<file path="config.mk">
export PLATFORM = sky130hd
export DESIGN_NAME = clock_setup_search_core
export DESIGN_NICKNAME = d
export VERILOG_FILES = /design/src/hw/rtl/css_pkg.sv /design/src/hw/rtl/clock_setup_search_core.sv
export VERILOG_INCLUDE_DIRS = /design/src /design/src/hw/rtl
export SDC_FILE = /design/constraint.sdc
export NUM_CORES = 1
export LEC_CHECK = 0
export ABC_AREA = 1
export BUFFER_PORTS_ARGS = -buffer_cell sky130_fd_sc_hd__buf_2
export CELL_PAD_IN_SITES_DETAIL_PLACEMENT = 1
export CELL_PAD_IN_SITES_GLOBAL_PLACEMENT = 1
export CORE_ASPECT_RATIO = 0.7
export CORE_MARGIN = 3
export CORE_UTILIZATION = 37
export CTS_CLUSTER_DIAMETER = 120
export DETAILED_ROUTE_END_ITERATION = 6
export HOLD_SLACK_MARGIN = 0.02
export PLACE_DENSITY = 0.68
export SETUP_SLACK_MARGIN = 0.15
export SYNTH_ARGS = -nofsm -noshare
export SYNTH_HDL_FRONTEND = slang
export SYNTH_SLANG_ARGS = --single-unit
</file>
<file path="constraint.sdc">
create_clock -name clk -period 6.95 [get_ports clk]
set_input_delay 0 -clock clk [delete_from_list [all_inputs] [get_ports clk]]
set_output_delay 0 -clock clk [all_outputs]
set_load 0.05 [all_outputs]
</file>
<file path="src/hw/rtl/clock_setup_search_core_defines.svh">
// Assertion macros used by the RTL file of the clock setup search core.
`ifndef CLOCK_SETUP_SEARCH_CORE_DEFINES_SVH
`define CLOCK_SETUP_SEARCH_CORE_DEFINES_SVH
`ifndef ASSERT_OFF
`define CSS_ASSERT(lbl, clk, rst, prop) \
  lbl: assert property (@(posedge clk) disable iff (rst) prop) \
    else $error("clock setup search: assertion failed");
`define CSS_ASSERT_NORST(lbl, clk, prop) \
  lbl: assert property (@(posedge clk) prop) \
    else $error("clock setup search: reset assertion failed");
`else
`define CSS_ASSERT(lbl, clk, rst, prop)
`define CSS_ASSERT_NORST(lbl, clk, prop)
`endif
`endif

</file>
<file path="src/hw/rtl/css_pkg.sv">
package css_pkg;

  localparam logic [31:0] MAX_MASTER_HZ  = 32'd120000000;
  localparam logic [32:0] PLL_OUT_MAX_HZ = 33'd240000000;
  localparam logic [6:0]  MAX_PLL_MUL    = 7'd80;
  localparam logic [25:0] RC_BASE_HZ     = 26'd12000000;
  localparam logic [31:0] RC4_HZ         = 32'd4000000;
  localparam logic [31:0] RC8_HZ         = 32'd8000000;
  localparam logic [31:0] RC12_HZ        = 32'd12000000;
  localparam logic [31:0] SLOW_CLOCK_HZ  = 32'd32768;
  localparam logic [2:0]  MAX_SHIFT      = 3'd6;

  typedef enum logic [2:0] {
    KIND_INVALID  = 3'd0,
    KIND_RC4      = 3'd1,
    KIND_RC8      = 3'd2,
    KIND_RC12     = 3'd3,
    KIND_SLOW     = 3'd4,
    KIND_XTAL     = 3'd5,
    KIND_XTAL_PLL = 3'd6,
    KIND_RC_PLL   = 3'd7
  } kind_t;

  typedef enum logic [3:0] {
    OP_NOP,
    OP_INIT,
    OP_MUL,
    OP_DECMUL,
    OP_SETMAX,
    OP_INCSHIFT,
    OP_DECSHIFT,
    OP_SAVEACT,
    OP_MULUP,
    OP_PICK,
    OP_FINISH
  } op_t;

  typedef enum logic [2:0] {
    C_NEVER,
    C_ALWAYS,
    C_SPECIAL,
    C_NOT_OVER_PLL,
    C_NOT_SHIFT_MORE,
    C_NOT_MUL_MORE,
    C_NOT_UP_OK,
    C_HOLD
  } cond_t;

  typedef struct packed {
    op_t        op;
    cond_t      cond;
    logic [3:0] target;
  } ctrl_t;

  localparam logic [3:0] STEP_START    = 4'd0;
  localparam logic [3:0] STEP_MAXMUL   = 4'd1;
  localparam logic [3:0] STEP_MAXTEST  = 4'd2;
  localparam logic [3:0] STEP_MAXDEC   = 4'd3;
  localparam logic [3:0] STEP_SETMAX   = 4'd4;
  localparam logic [3:0] STEP_SHTEST   = 4'd5;
  localparam logic [3:0] STEP_SHINC    = 4'd6;
  localparam logic [3:0] STEP_SHBACK   = 4'd7;
  localparam logic [3:0] STEP_MULTEST  = 4'd8;
  localparam logic [3:0] STEP_MULDEC   = 4'd9;
  localparam logic [3:0] STEP_MULPROD  = 4'd10;
  localparam logic [3:0] STEP_SAVEACT  = 4'd11;
  localparam logic [3:0] STEP_MULUP    = 4'd12;
  localparam logic [3:0] STEP_PICK     = 4'd13;
  localparam logic [3:0] STEP_FINISH   = 4'd14;

  function automatic ctrl_t rom_word(input logic [3:0] pc);
    ctrl_t w;
    w = '{op: OP_NOP, cond: C_NEVER, target: STEP_START};
    unique case (pc)
      STEP_START:   w = '{op: OP_INIT,     cond: C_SPECIAL,        target: STEP_FINISH};
      STEP_MAXMUL:  w = '{op: OP_MUL,      cond: C_NEVER,          target: STEP_START};
      STEP_MAXTEST: w = '{op: OP_NOP,      cond: C_NOT_OVER_PLL,   target: STEP_SETMAX};
      STEP_MAXDEC:  w = '{op: OP_DECMUL,   cond: C_ALWAYS,         target: STEP_MAXMUL};
      STEP_SETMAX:  w = '{op: OP_SETMAX,   cond: C_NEVER,          target: STEP_START};
      STEP_SHTEST:  w = '{op: OP_NOP,      cond: C_NOT_SHIFT_MORE, target: STEP_SHBACK};
      STEP_SHINC:   w = '{op: OP_INCSHIFT, cond: C_ALWAYS,         target: STEP_SHTEST};
      STEP_SHBACK:  w = '{op: OP_DECSHIFT, cond: C_NEVER,          target: STEP_START};
      STEP_MULTEST: w = '{op: OP_NOP,      cond: C_NOT_MUL_MORE,   target: STEP_SAVEACT};
      STEP_MULDEC:  w = '{op: OP_DECMUL,   cond: C_NEVER,          target: STEP_START};
      STEP_MULPROD: w = '{op: OP_MUL,      cond: C_ALWAYS,         target: STEP_MULTEST};
      STEP_SAVEACT: w = '{op: OP_SAVEACT,  cond: C_NOT_UP_OK,      target: STEP_FINISH};
      STEP_MULUP:   w = '{op: OP_MULUP,    cond: C_NEVER,          target: STEP_START};
      STEP_PICK:    w = '{op: OP_PICK,     cond: C_NEVER,          target: STEP_START};
      STEP_FINISH:  w = '{op: OP_FINISH,   cond: C_HOLD,           target: STEP_FINISH};
      default:      w = '{op: OP_NOP,      cond: C_ALWAYS,         target: STEP_START};
    endcase
    return w;
  endfunction

endpackage

</file>
<file path="src/hw/rtl/clock_setup_search_core.sv">
// Picks a master clock setup for a requested frequency: RC oscillator, slow clock, crystal,
// or a PLL from the crystal (or the 12 MHz RC when no crystal is given) followed by a
// power-of-two prescaler. A small microprogram drives one 7 by 26 bit multiplier whose
// product is registered, so each test reads a product stored by an earlier step. Requests
// that need no PLL go straight from the start step to the finish step. A PLL request lowers
// the multiplier from 80 to M, the largest that keeps the PLL at or below 240 MHz, raises
// the prescaler while the output is above the target, steps it back by one, lowers the
// multiplier to m where the search stops, and takes m + 1 if m < M and it is strictly nearer.
// One request is worked on at a time; the next is taken while a result waits at the output.
`include "clock_setup_search_core_defines.svh"

module clock_setup_search_core (
  input  logic        clk,
  input  logic        rst,
  input  logic        in_valid,
  output logic        in_stall,
  input  logic [31:0] target_hz,
  input  logic [25:0] xtal_hz,
  output logic        out_valid,
  input  logic        out_stall,
  output logic [2:0]  setup_kind,
  output logic [6:0]  pll_mul,
  output logic [2:0]  prescaler_code,
  output logic [27:0] master_hz
);

  logic                busy;
  logic                busy_next;
  logic [3:0]          pc;
  logic [3:0]          pc_next;
  logic                out_valid_next;
  css_pkg::ctrl_t      word;

  logic [31:0]         desired;
  logic [25:0]         crystal;
  logic [25:0]         base;
  logic [6:0]          mul;
  logic [6:0]          mul_max;
  logic [2:0]          shift;
  logic [32:0]         prod;
  logic [27:0]         actual;
  css_pkg::kind_t      kind;

  css_pkg::kind_t      kind_calc;
  logic                special;
  logic                accept;
  logic                hold;
  logic                publish;
  logic                cond_true;
  logic [6:0]          mul_sel;
  logic [32:0]         prod_calc;
  logic [32:0]         shifted;
  logic                above;
  logic [32:0]         dist_up;
  logic [32:0]         dist_act;
  logic                pll_kind;

  assign word     = css_pkg::rom_word(pc);
  assign in_stall = busy;
  assign accept   = in_valid && !busy;
  assign hold     = out_valid && out_stall;
  assign publish  = busy && (word.op == css_pkg::OP_FINISH) && !hold;
  assign pll_kind = (kind == css_pkg::KIND_XTAL_PLL) || (kind == css_pkg::KIND_RC_PLL);

  always_comb begin
    kind_calc = css_pkg::KIND_RC_PLL;
    special   = 1'b1;
    if ((desired == 32'd0) || (desired > css_pkg::MAX_MASTER_HZ)) begin
      kind_calc = css_pkg::KIND_INVALID;
    end else if (desired == css_pkg::RC4_HZ) begin
      kind_calc = css_pkg::KIND_RC4;
    end else if (desired == css_pkg::RC8_HZ) begin
      kind_calc = css_pkg::KIND_RC8;
    end else if (desired == css_pkg::RC12_HZ) begin
      kind_calc = css_pkg::KIND_RC12;
    end else if (desired == css_pkg::SLOW_CLOCK_HZ) begin
      kind_calc = css_pkg::KIND_SLOW;
    end else if (crystal != 26'd0) begin
      if (desired == {6'd0, crystal}) begin
        kind_calc = css_pkg::KIND_XTAL;
      end else begin
        kind_calc = css_pkg::KIND_XTAL_PLL;
        special   = 1'b0;
      end
    end else begin
      kind_calc = css_pkg::KIND_RC_PLL;
      special   = 1'b0;
    end
  end

  assign mul_sel   = (word.op == css_pkg::OP_MULUP) ? mul + 7'd1 : mul;
  assign prod_calc = {26'd0, mul_sel} * {7'd0, base};
  assign shifted   = prod >> shift;
  assign above     = shifted > {1'b0, desired};
  assign dist_up   = (shifted > {1'b0, desired}) ? shifted - {1'b0, desired}
                                                 : {1'b0, desired} - shifted;
  assign dist_act  = ({5'd0, actual} > {1'b0, desired}) ? {5'd0, actual} - {1'b0, desired}
                                                        : {1'b0, desired} - {5'd0, actual};

  always_comb begin
    case (word.cond)
      css_pkg::C_NEVER:          cond_true = 1'b0;
      css_pkg::C_ALWAYS:         cond_true = 1'b1;
      css_pkg::C_SPECIAL:        cond_true = special;
      css_pkg::C_NOT_OVER_PLL:   cond_true = !((prod > css_pkg::PLL_OUT_MAX_HZ) &&
                                               (mul > 7'd1));
      css_pkg::C_NOT_SHIFT_MORE: cond_true = !(above && (shift < css_pkg::MAX_SHIFT));
      css_pkg::C_NOT_MUL_MORE:   cond_true = !(above && (mul > 7'd1));
      css_pkg::C_NOT_UP_OK:      cond_true = !(mul < mul_max);
      css_pkg::C_HOLD:           cond_true = hold;
      default:                   cond_true = 1'b0;
    endcase
  end

  always_comb begin
    busy_next      = busy;
    pc_next        = pc;
    out_valid_next = out_valid && out_stall;
    if (!busy) begin
      pc_next = css_pkg::STEP_START;
      if (accept) begin
        busy_next = 1'b1;
      end
    end else if (publish) begin
      busy_next      = 1'b0;
      pc_next        = css_pkg::STEP_START;
      out_valid_next = 1'b1;
    end else if (cond_true) begin
      pc_next = word.target;
    end else begin
      pc_next = pc + 4'd1;
    end
  end

  always_ff @(posedge clk) begin
    if (rst) begin
      busy      <= 1'b0;
      pc        <= css_pkg::STEP_START;
      out_valid <= 1'b0;
    end else begin
      busy      <= busy_next;
      pc        <= pc_next;
      out_valid <= out_valid_next;
    end
  end

  always_ff @(posedge clk) begin
    if (accept) begin
      desired <= target_hz;
      crystal <= xtal_hz;
    end
    if (busy) begin
      unique case (word.op)
        css_pkg::OP_INIT: begin
          kind  <= kind_calc;
          mul   <= css_pkg::MAX_PLL_MUL;
          shift <= 3'd0;
          base  <= (crystal != 26'd0) ? crystal : css_pkg::RC_BASE_HZ;
          actual <= (special && (kind_calc != css_pkg::KIND_INVALID)) ? desired[27:0]
                                                                      : 28'd0;
        end
        css_pkg::OP_MUL, css_pkg::OP_MULUP: begin
          prod <= prod_calc;
        end
        css_pkg::OP_DECMUL: begin
          mul <= mul - 7'd1;
        end
        css_pkg::OP_SETMAX: begin
          mul_max <= mul;
        end
        css_pkg::OP_INCSHIFT: begin
          shift <= shift + 3'd1;
        end
        css_pkg::OP_DECSHIFT: begin
          if (shift != 3'd0) begin
            shift <= shift - 3'd1;
          end
        end
        css_pkg::OP_SAVEACT: begin
          actual <= shifted[27:0];
        end
        css_pkg::OP_PICK: begin
          if (dist_up < dist_act) begin
            mul    <= mul + 7'd1;
            actual <= shifted[27:0];
          end
        end
        css_pkg::OP_NOP, css_pkg::OP_FINISH: begin
        end
        default: begin
        end
      endcase
    end
    if (publish) begin
      setup_kind     <= kind;
      pll_mul        <= pll_kind ? mul : 7'd0;
      prescaler_code <= pll_kind ? shift : 3'd0;
      master_hz      <= actual;
    end
  end

  `CSS_ASSERT_NORST(a_reset_idle, clk, rst |=> (!busy && !out_valid))
  `CSS_ASSERT(a_idle_at_start, clk, rst, !busy |-> (pc == css_pkg::STEP_START))
  `CSS_ASSERT(a_shift_range, clk, rst, (busy && (pc != css_pkg::STEP_START)) |-> (shift <= css_pkg::MAX_SHIFT))
  `CSS_ASSERT(a_mul_nonzero, clk, rst, (busy && (pc != css_pkg::STEP_START)) |-> (mul != 7'd0))
  `CSS_ASSERT(a_mul_bounded, clk, rst, (pll_kind && (pc > css_pkg::STEP_SETMAX)) |-> (mul <= mul_max))
  `CSS_ASSERT(a_publish_frees, clk, rst, publish |=> (!busy && out_valid))

endmodule

</file>
==> results.sh <==
export IMPL_status="complete, no violations"
export IMPL_netlist_cell_type_count=63
export IMPL_fin_nets=3940
export IMPL_skew_ns=0.0406
export IMPL_register_area_sq_um=6530
export IMPL_max_clock_path_buffers=3
export IMPL_detailedRoute_firstIterationViolations=1990
export IMPL_core_rowCount=77
export IMPL_worst_setup_slack_after_layout_ns=0.481
export IMPL_sequentialPowerShare=0.170
export IMPL_layout_commonest_cell="sky130_fd_sc_hd__nand2_1"
export IMPL_power_switching_fraction=0.511
export IMPL_cell_area_after_placement_sq_um=26800
export IMPL_endpoint_kind="flip-flop"
export IMPL_grt_start_max_net_pins=59
export IMPL_layoutNonFillerInstCount=4426
export IMPL_synth_main_ff_cell="sky130_fd_sc_hd__edfxtp_1"
export IMPL_worst_path_fanout_max=21
export IMPL_critical_path_max_stage_delay_ns=0.48
export IMPL_start_util=0.378
export IMPL_mappedNetlistNets=3656
export IMPL_rsz0062_at_grt="no"
export IMPL_wp_data_required_ns=7.27
export IMPL_routed_wire_length_per_instance_microns=23.1
export IMPL_tritoncts="yes"
export IMPL_power_report_internal_total_w=0.00589
export IMPL_max_cap_violations=0
export IMPL_dieArea_sq_um=68400
export IMPL_final_min_period_over_clock_period=0.931
export IMPL_dieHeight_microns=220
export IMPL_groute_usage_overall=0.297
export IMPL_power_total_w=0.0120
export IMPL_finalSetupViolations=0
export IMPL_crit_type="flip-flop to flip-flop"
export IMPL_cpMaxStageDelayCell="sky130_fd_sc_hd__o21ai_0"
export IMPL_clk_insertion_delay_late_ns=0.61
export IMPL_switching_power_w=0.00615
export IMPL_pre_cts_ws_ns=-0.314
export IMPL_cells_after_dpl=4309
export IMPL_finalCoreUtilization=0.444
export IMPL_timing_max_slew_rel_slack=0.216
export IMPL_first_pass_grt_wire_length_microns=154000
export IMPL_report_final_hold_viol_count=0
export IMPL_grt_remaining_overflow=0
export IMPL_vias=23700
export IMPL_leakagePower_nw=13.9
export IMPL_seq_area_frac_synth=0.270
export IMPL_synth_cells=3251
export IMPL_clkPwrFrac=0.127
export IMPL_detail_route_first_pass_iterations=5
export IMPL_worst_pin_slew_ns=1.17
export IMPL_synth_edff_count=206
export IMPL_layout_cells_most_common_list="sky130_fd_sc_hd__nand2_1, sky130_fd_sc_hd__inv_1, sky130_fd_sc_hd__nor2_1, sky130_fd_sc_hd__a21oi_1, sky130_fd_sc_hd__ha_1"
export IMPL_synthesis_stage_register_bit_count=223
export IMPL_share_comb_of_total_power=0.703
export IMPL_final_layout_size_suffix_gt1_frac=0.119
export IMPL_final_max_slew_violation_count=0
export IMPL_postRouteAntennaNets=0
export IMPL_power_per_cell_area_nw_per_um2=425
export IMPL_antennaDiodeCount=0
export IMPL_final_period_minus_worst_setup_slack_ns=6.47
export IMPL_max_h_tree_level=1
export IMPL_async_reset_ff_frac=0
export IMPL_syn_cell_area_sq_um=24200
export IMPL_ios=105
export IMPL_worst_ep_arrival_time_ns=6.78
export IMPL_hold_class="primary input to flip-flop"
export IMPL_grt_pass1_vias=24300
export IMPL_number_of_buffers_added_by_the_clock_tree_synthesis_step=28
export IMPL_timing_fmax_mhz=155
export IMPL_synth_warnings=0
export IMPL_core_area_sq_um=63900
export IMPL_critical_path_most_common_cell="sky130_fd_sc_hd__nand2_1"
export IMPL_synth_avg_cell_area_sq_um=7.43
export IMPL_grt_antenna_before_repair=2
export IMPL_hpwl_dp_microns=84200
export IMPL_clkTransAtPathRegs_ns=0.06
export IMPL_flow_area_growth_from_synthesis_pct=17.4
export IMPL_wl_microns=102000
export IMPL_drcViolationCount=0
export IMPL_vdd_ir_drop_max_v=0.000323
export IMPL_via_count_normalized_by_instance_count=5.35
export IMPL_clkSinkCount=223
export IMPL_multi_input_comb_area_sq_um=15200
export IMPL_filler_cells=8000
export IMPL_post_route_cell_area_sq_um=28400
export IMPL_dieWidth_microns=311
export IMPL_place_port_buffers=104
export IMPL_cp_start_kind="flip-flop"
export IMPL_clk_root_buffer_cell="sky130_fd_sc_hd__clkbuf_16"
export IMPL_gp_congestion=1.00
## cell families after synthesis
group / count (synthesis) / share of synthesized area
AOI/OAI and AO/OA: 592 / 0.138
xor gates and xnor gates: 116 / 0.0421
adders and majority gates: 343 / 0.216
buffers and inverters: 666 / 0.105
and+or+nand+nor: 1303 / 0.225
DFF: 223 / 0.270
muxes: 8 / 0.00332
## critical path: cells and delay by family (launching register included)
| kind | cells | cell delay, ns |
|---|---|---|
| adder cells (fa/ha/maj) | 3 | 0.71 |
| flip-flops | 1 | 0.43 |
| AO/OA/AOI/OAI | 10 | 2.08 |
| buffers and inverters | 11 | 1.54 |
| AND/OR/NAND/NOR | 10 | 1.23 |
| XOR/XNOR | 1 | 0.12 |
## metal layers
metal  part of all wire  vias up  GRT usage
li1                   -    11000          -
met1               0.50    11800      0.457
met2               0.40      775      0.429
met3              0.084       84     0.0635
met4              0.016        0     0.0473
met5                  0        -          0
## state kept, by name, summed over array words and instances (netlist names)
name / cells
prod: 33
desired: 32
actual: 28
master_hz: 28
base: 26
crystal: 26
word: 11
mul: 7
mul_max: 7
pll_mul: 7
pc: 4
kind: 3
prescaler_code: 3
setup_kind: 3
shift: 3
in_stall: 1
out_valid: 1
## per-stage QoR
| stage | setup TNS [ns] | hold slack (ns) |
|---|---|---|
| after floorplan | 0 | 0.0691 |
| after global placement | -0.322 | 0.176 |
| after detailed placement | -0.888 | 0.179 |
| after CTS | 0 | 0.0631 |
| after global routing | 0 | 0.0949 |
| final | 0 | 0.0999 |
## power groups by stage
stage | clock network [W] | logic [W] | registers (W)
after global routing | 0.00162 | 0.00958 | 0.00207
after detailed placement | 0 | 0.00824 | 0.00208
after global placement | 0 | 0.00798 | 0.00208
after floorplan | 0 | 0.00569 | 0.00200
final | 0.00153 | 0.00846 | 0.00205
after CTS | 0.00155 | 0.00833 | 0.00205
## worst paths after layout
| check | start | to | slack (ns) | cells past startpoint |
|---|---|---|---|---|
| worst max-delay path | shift[0] | actual[2] | 0.48 | 35 |
| worst min-delay path | target_hz[26] | desired[26] | 0.1 | 2 |
| worst max register to register | shift[0] | actual[2] | 0.48 | 35 |
| worst min register to register | kind[0] | setup_kind[0] | 0.43 | 0 |
## Yosys cell counts (11+ instances only)
library cell	n	area [sq um]
sky130_fd_sc_hd__o21ai_0	180	901
sky130_fd_sc_hd__a21oi_1	253	1270
sky130_fd_sc_hd__edfxtp_1	206	6190
sky130_fd_sc_hd__nor3_1	28	140
sky130_fd_sc_hd__o22ai_1	31	194
sky130_fd_sc_hd__nand2_1	777	2920
sky130_fd_sc_hd__fa_1	124	2480
sky130_fd_sc_hd__or2_2	13	81.3
sky130_fd_sc_hd__a31oi_1	12	75.1
sky130_fd_sc_hd__a21o_1	11	82.6
sky130_fd_sc_hd__o21a_1	14	105
sky130_fd_sc_hd__nor2_1	295	1110
sky130_fd_sc_hd__ha_1	219	2740
sky130_fd_sc_hd__xor2_1	71	622
sky130_fd_sc_hd__nand3_1	99	495
sky130_fd_sc_hd__nor2_2	13	81.3
sky130_fd_sc_hd__dfxtp_1	17	340
sky130_fd_sc_hd__nand2_2	20	125
sky130_fd_sc_hd__inv_2	11	41.3
sky130_fd_sc_hd__xnor2_1	45	394
sky130_fd_sc_hd__inv_1	574	2150
sky130_fd_sc_hd__clkbuf_1	59	221
sky130_fd_sc_hd__o21ai_1	11	55.1
sky130_fd_sc_hd__o211ai_1	16	120
sky130_fd_sc_hd__o21bai_1	16	120
sky130_fd_sc_hd__nand4_1	23	144
## final cells by class
cell class | count | share of cell area
repair buffers | 333 | 0.0870
clock inverters | 19 | 0.00604
clock buffers | 33 | 0.0261
flip-flops and latches | 223 | 0.230
multi-input cells | 2362 | 0.535
inverters | 587 | 0.0778
well taps | 869 | 0.0383
## timing repair
item / CTS / global route
setup buffers: 0 / 4
hold buffers: 61 / 0
endpoints found under the hold margin: 73 / 0
setup endpoints to repair: 11 / 46
gates resized for setup: 2 / 20
pin swaps: 0 / 2
Note: power is estimated with default switching activity, not from simulation.
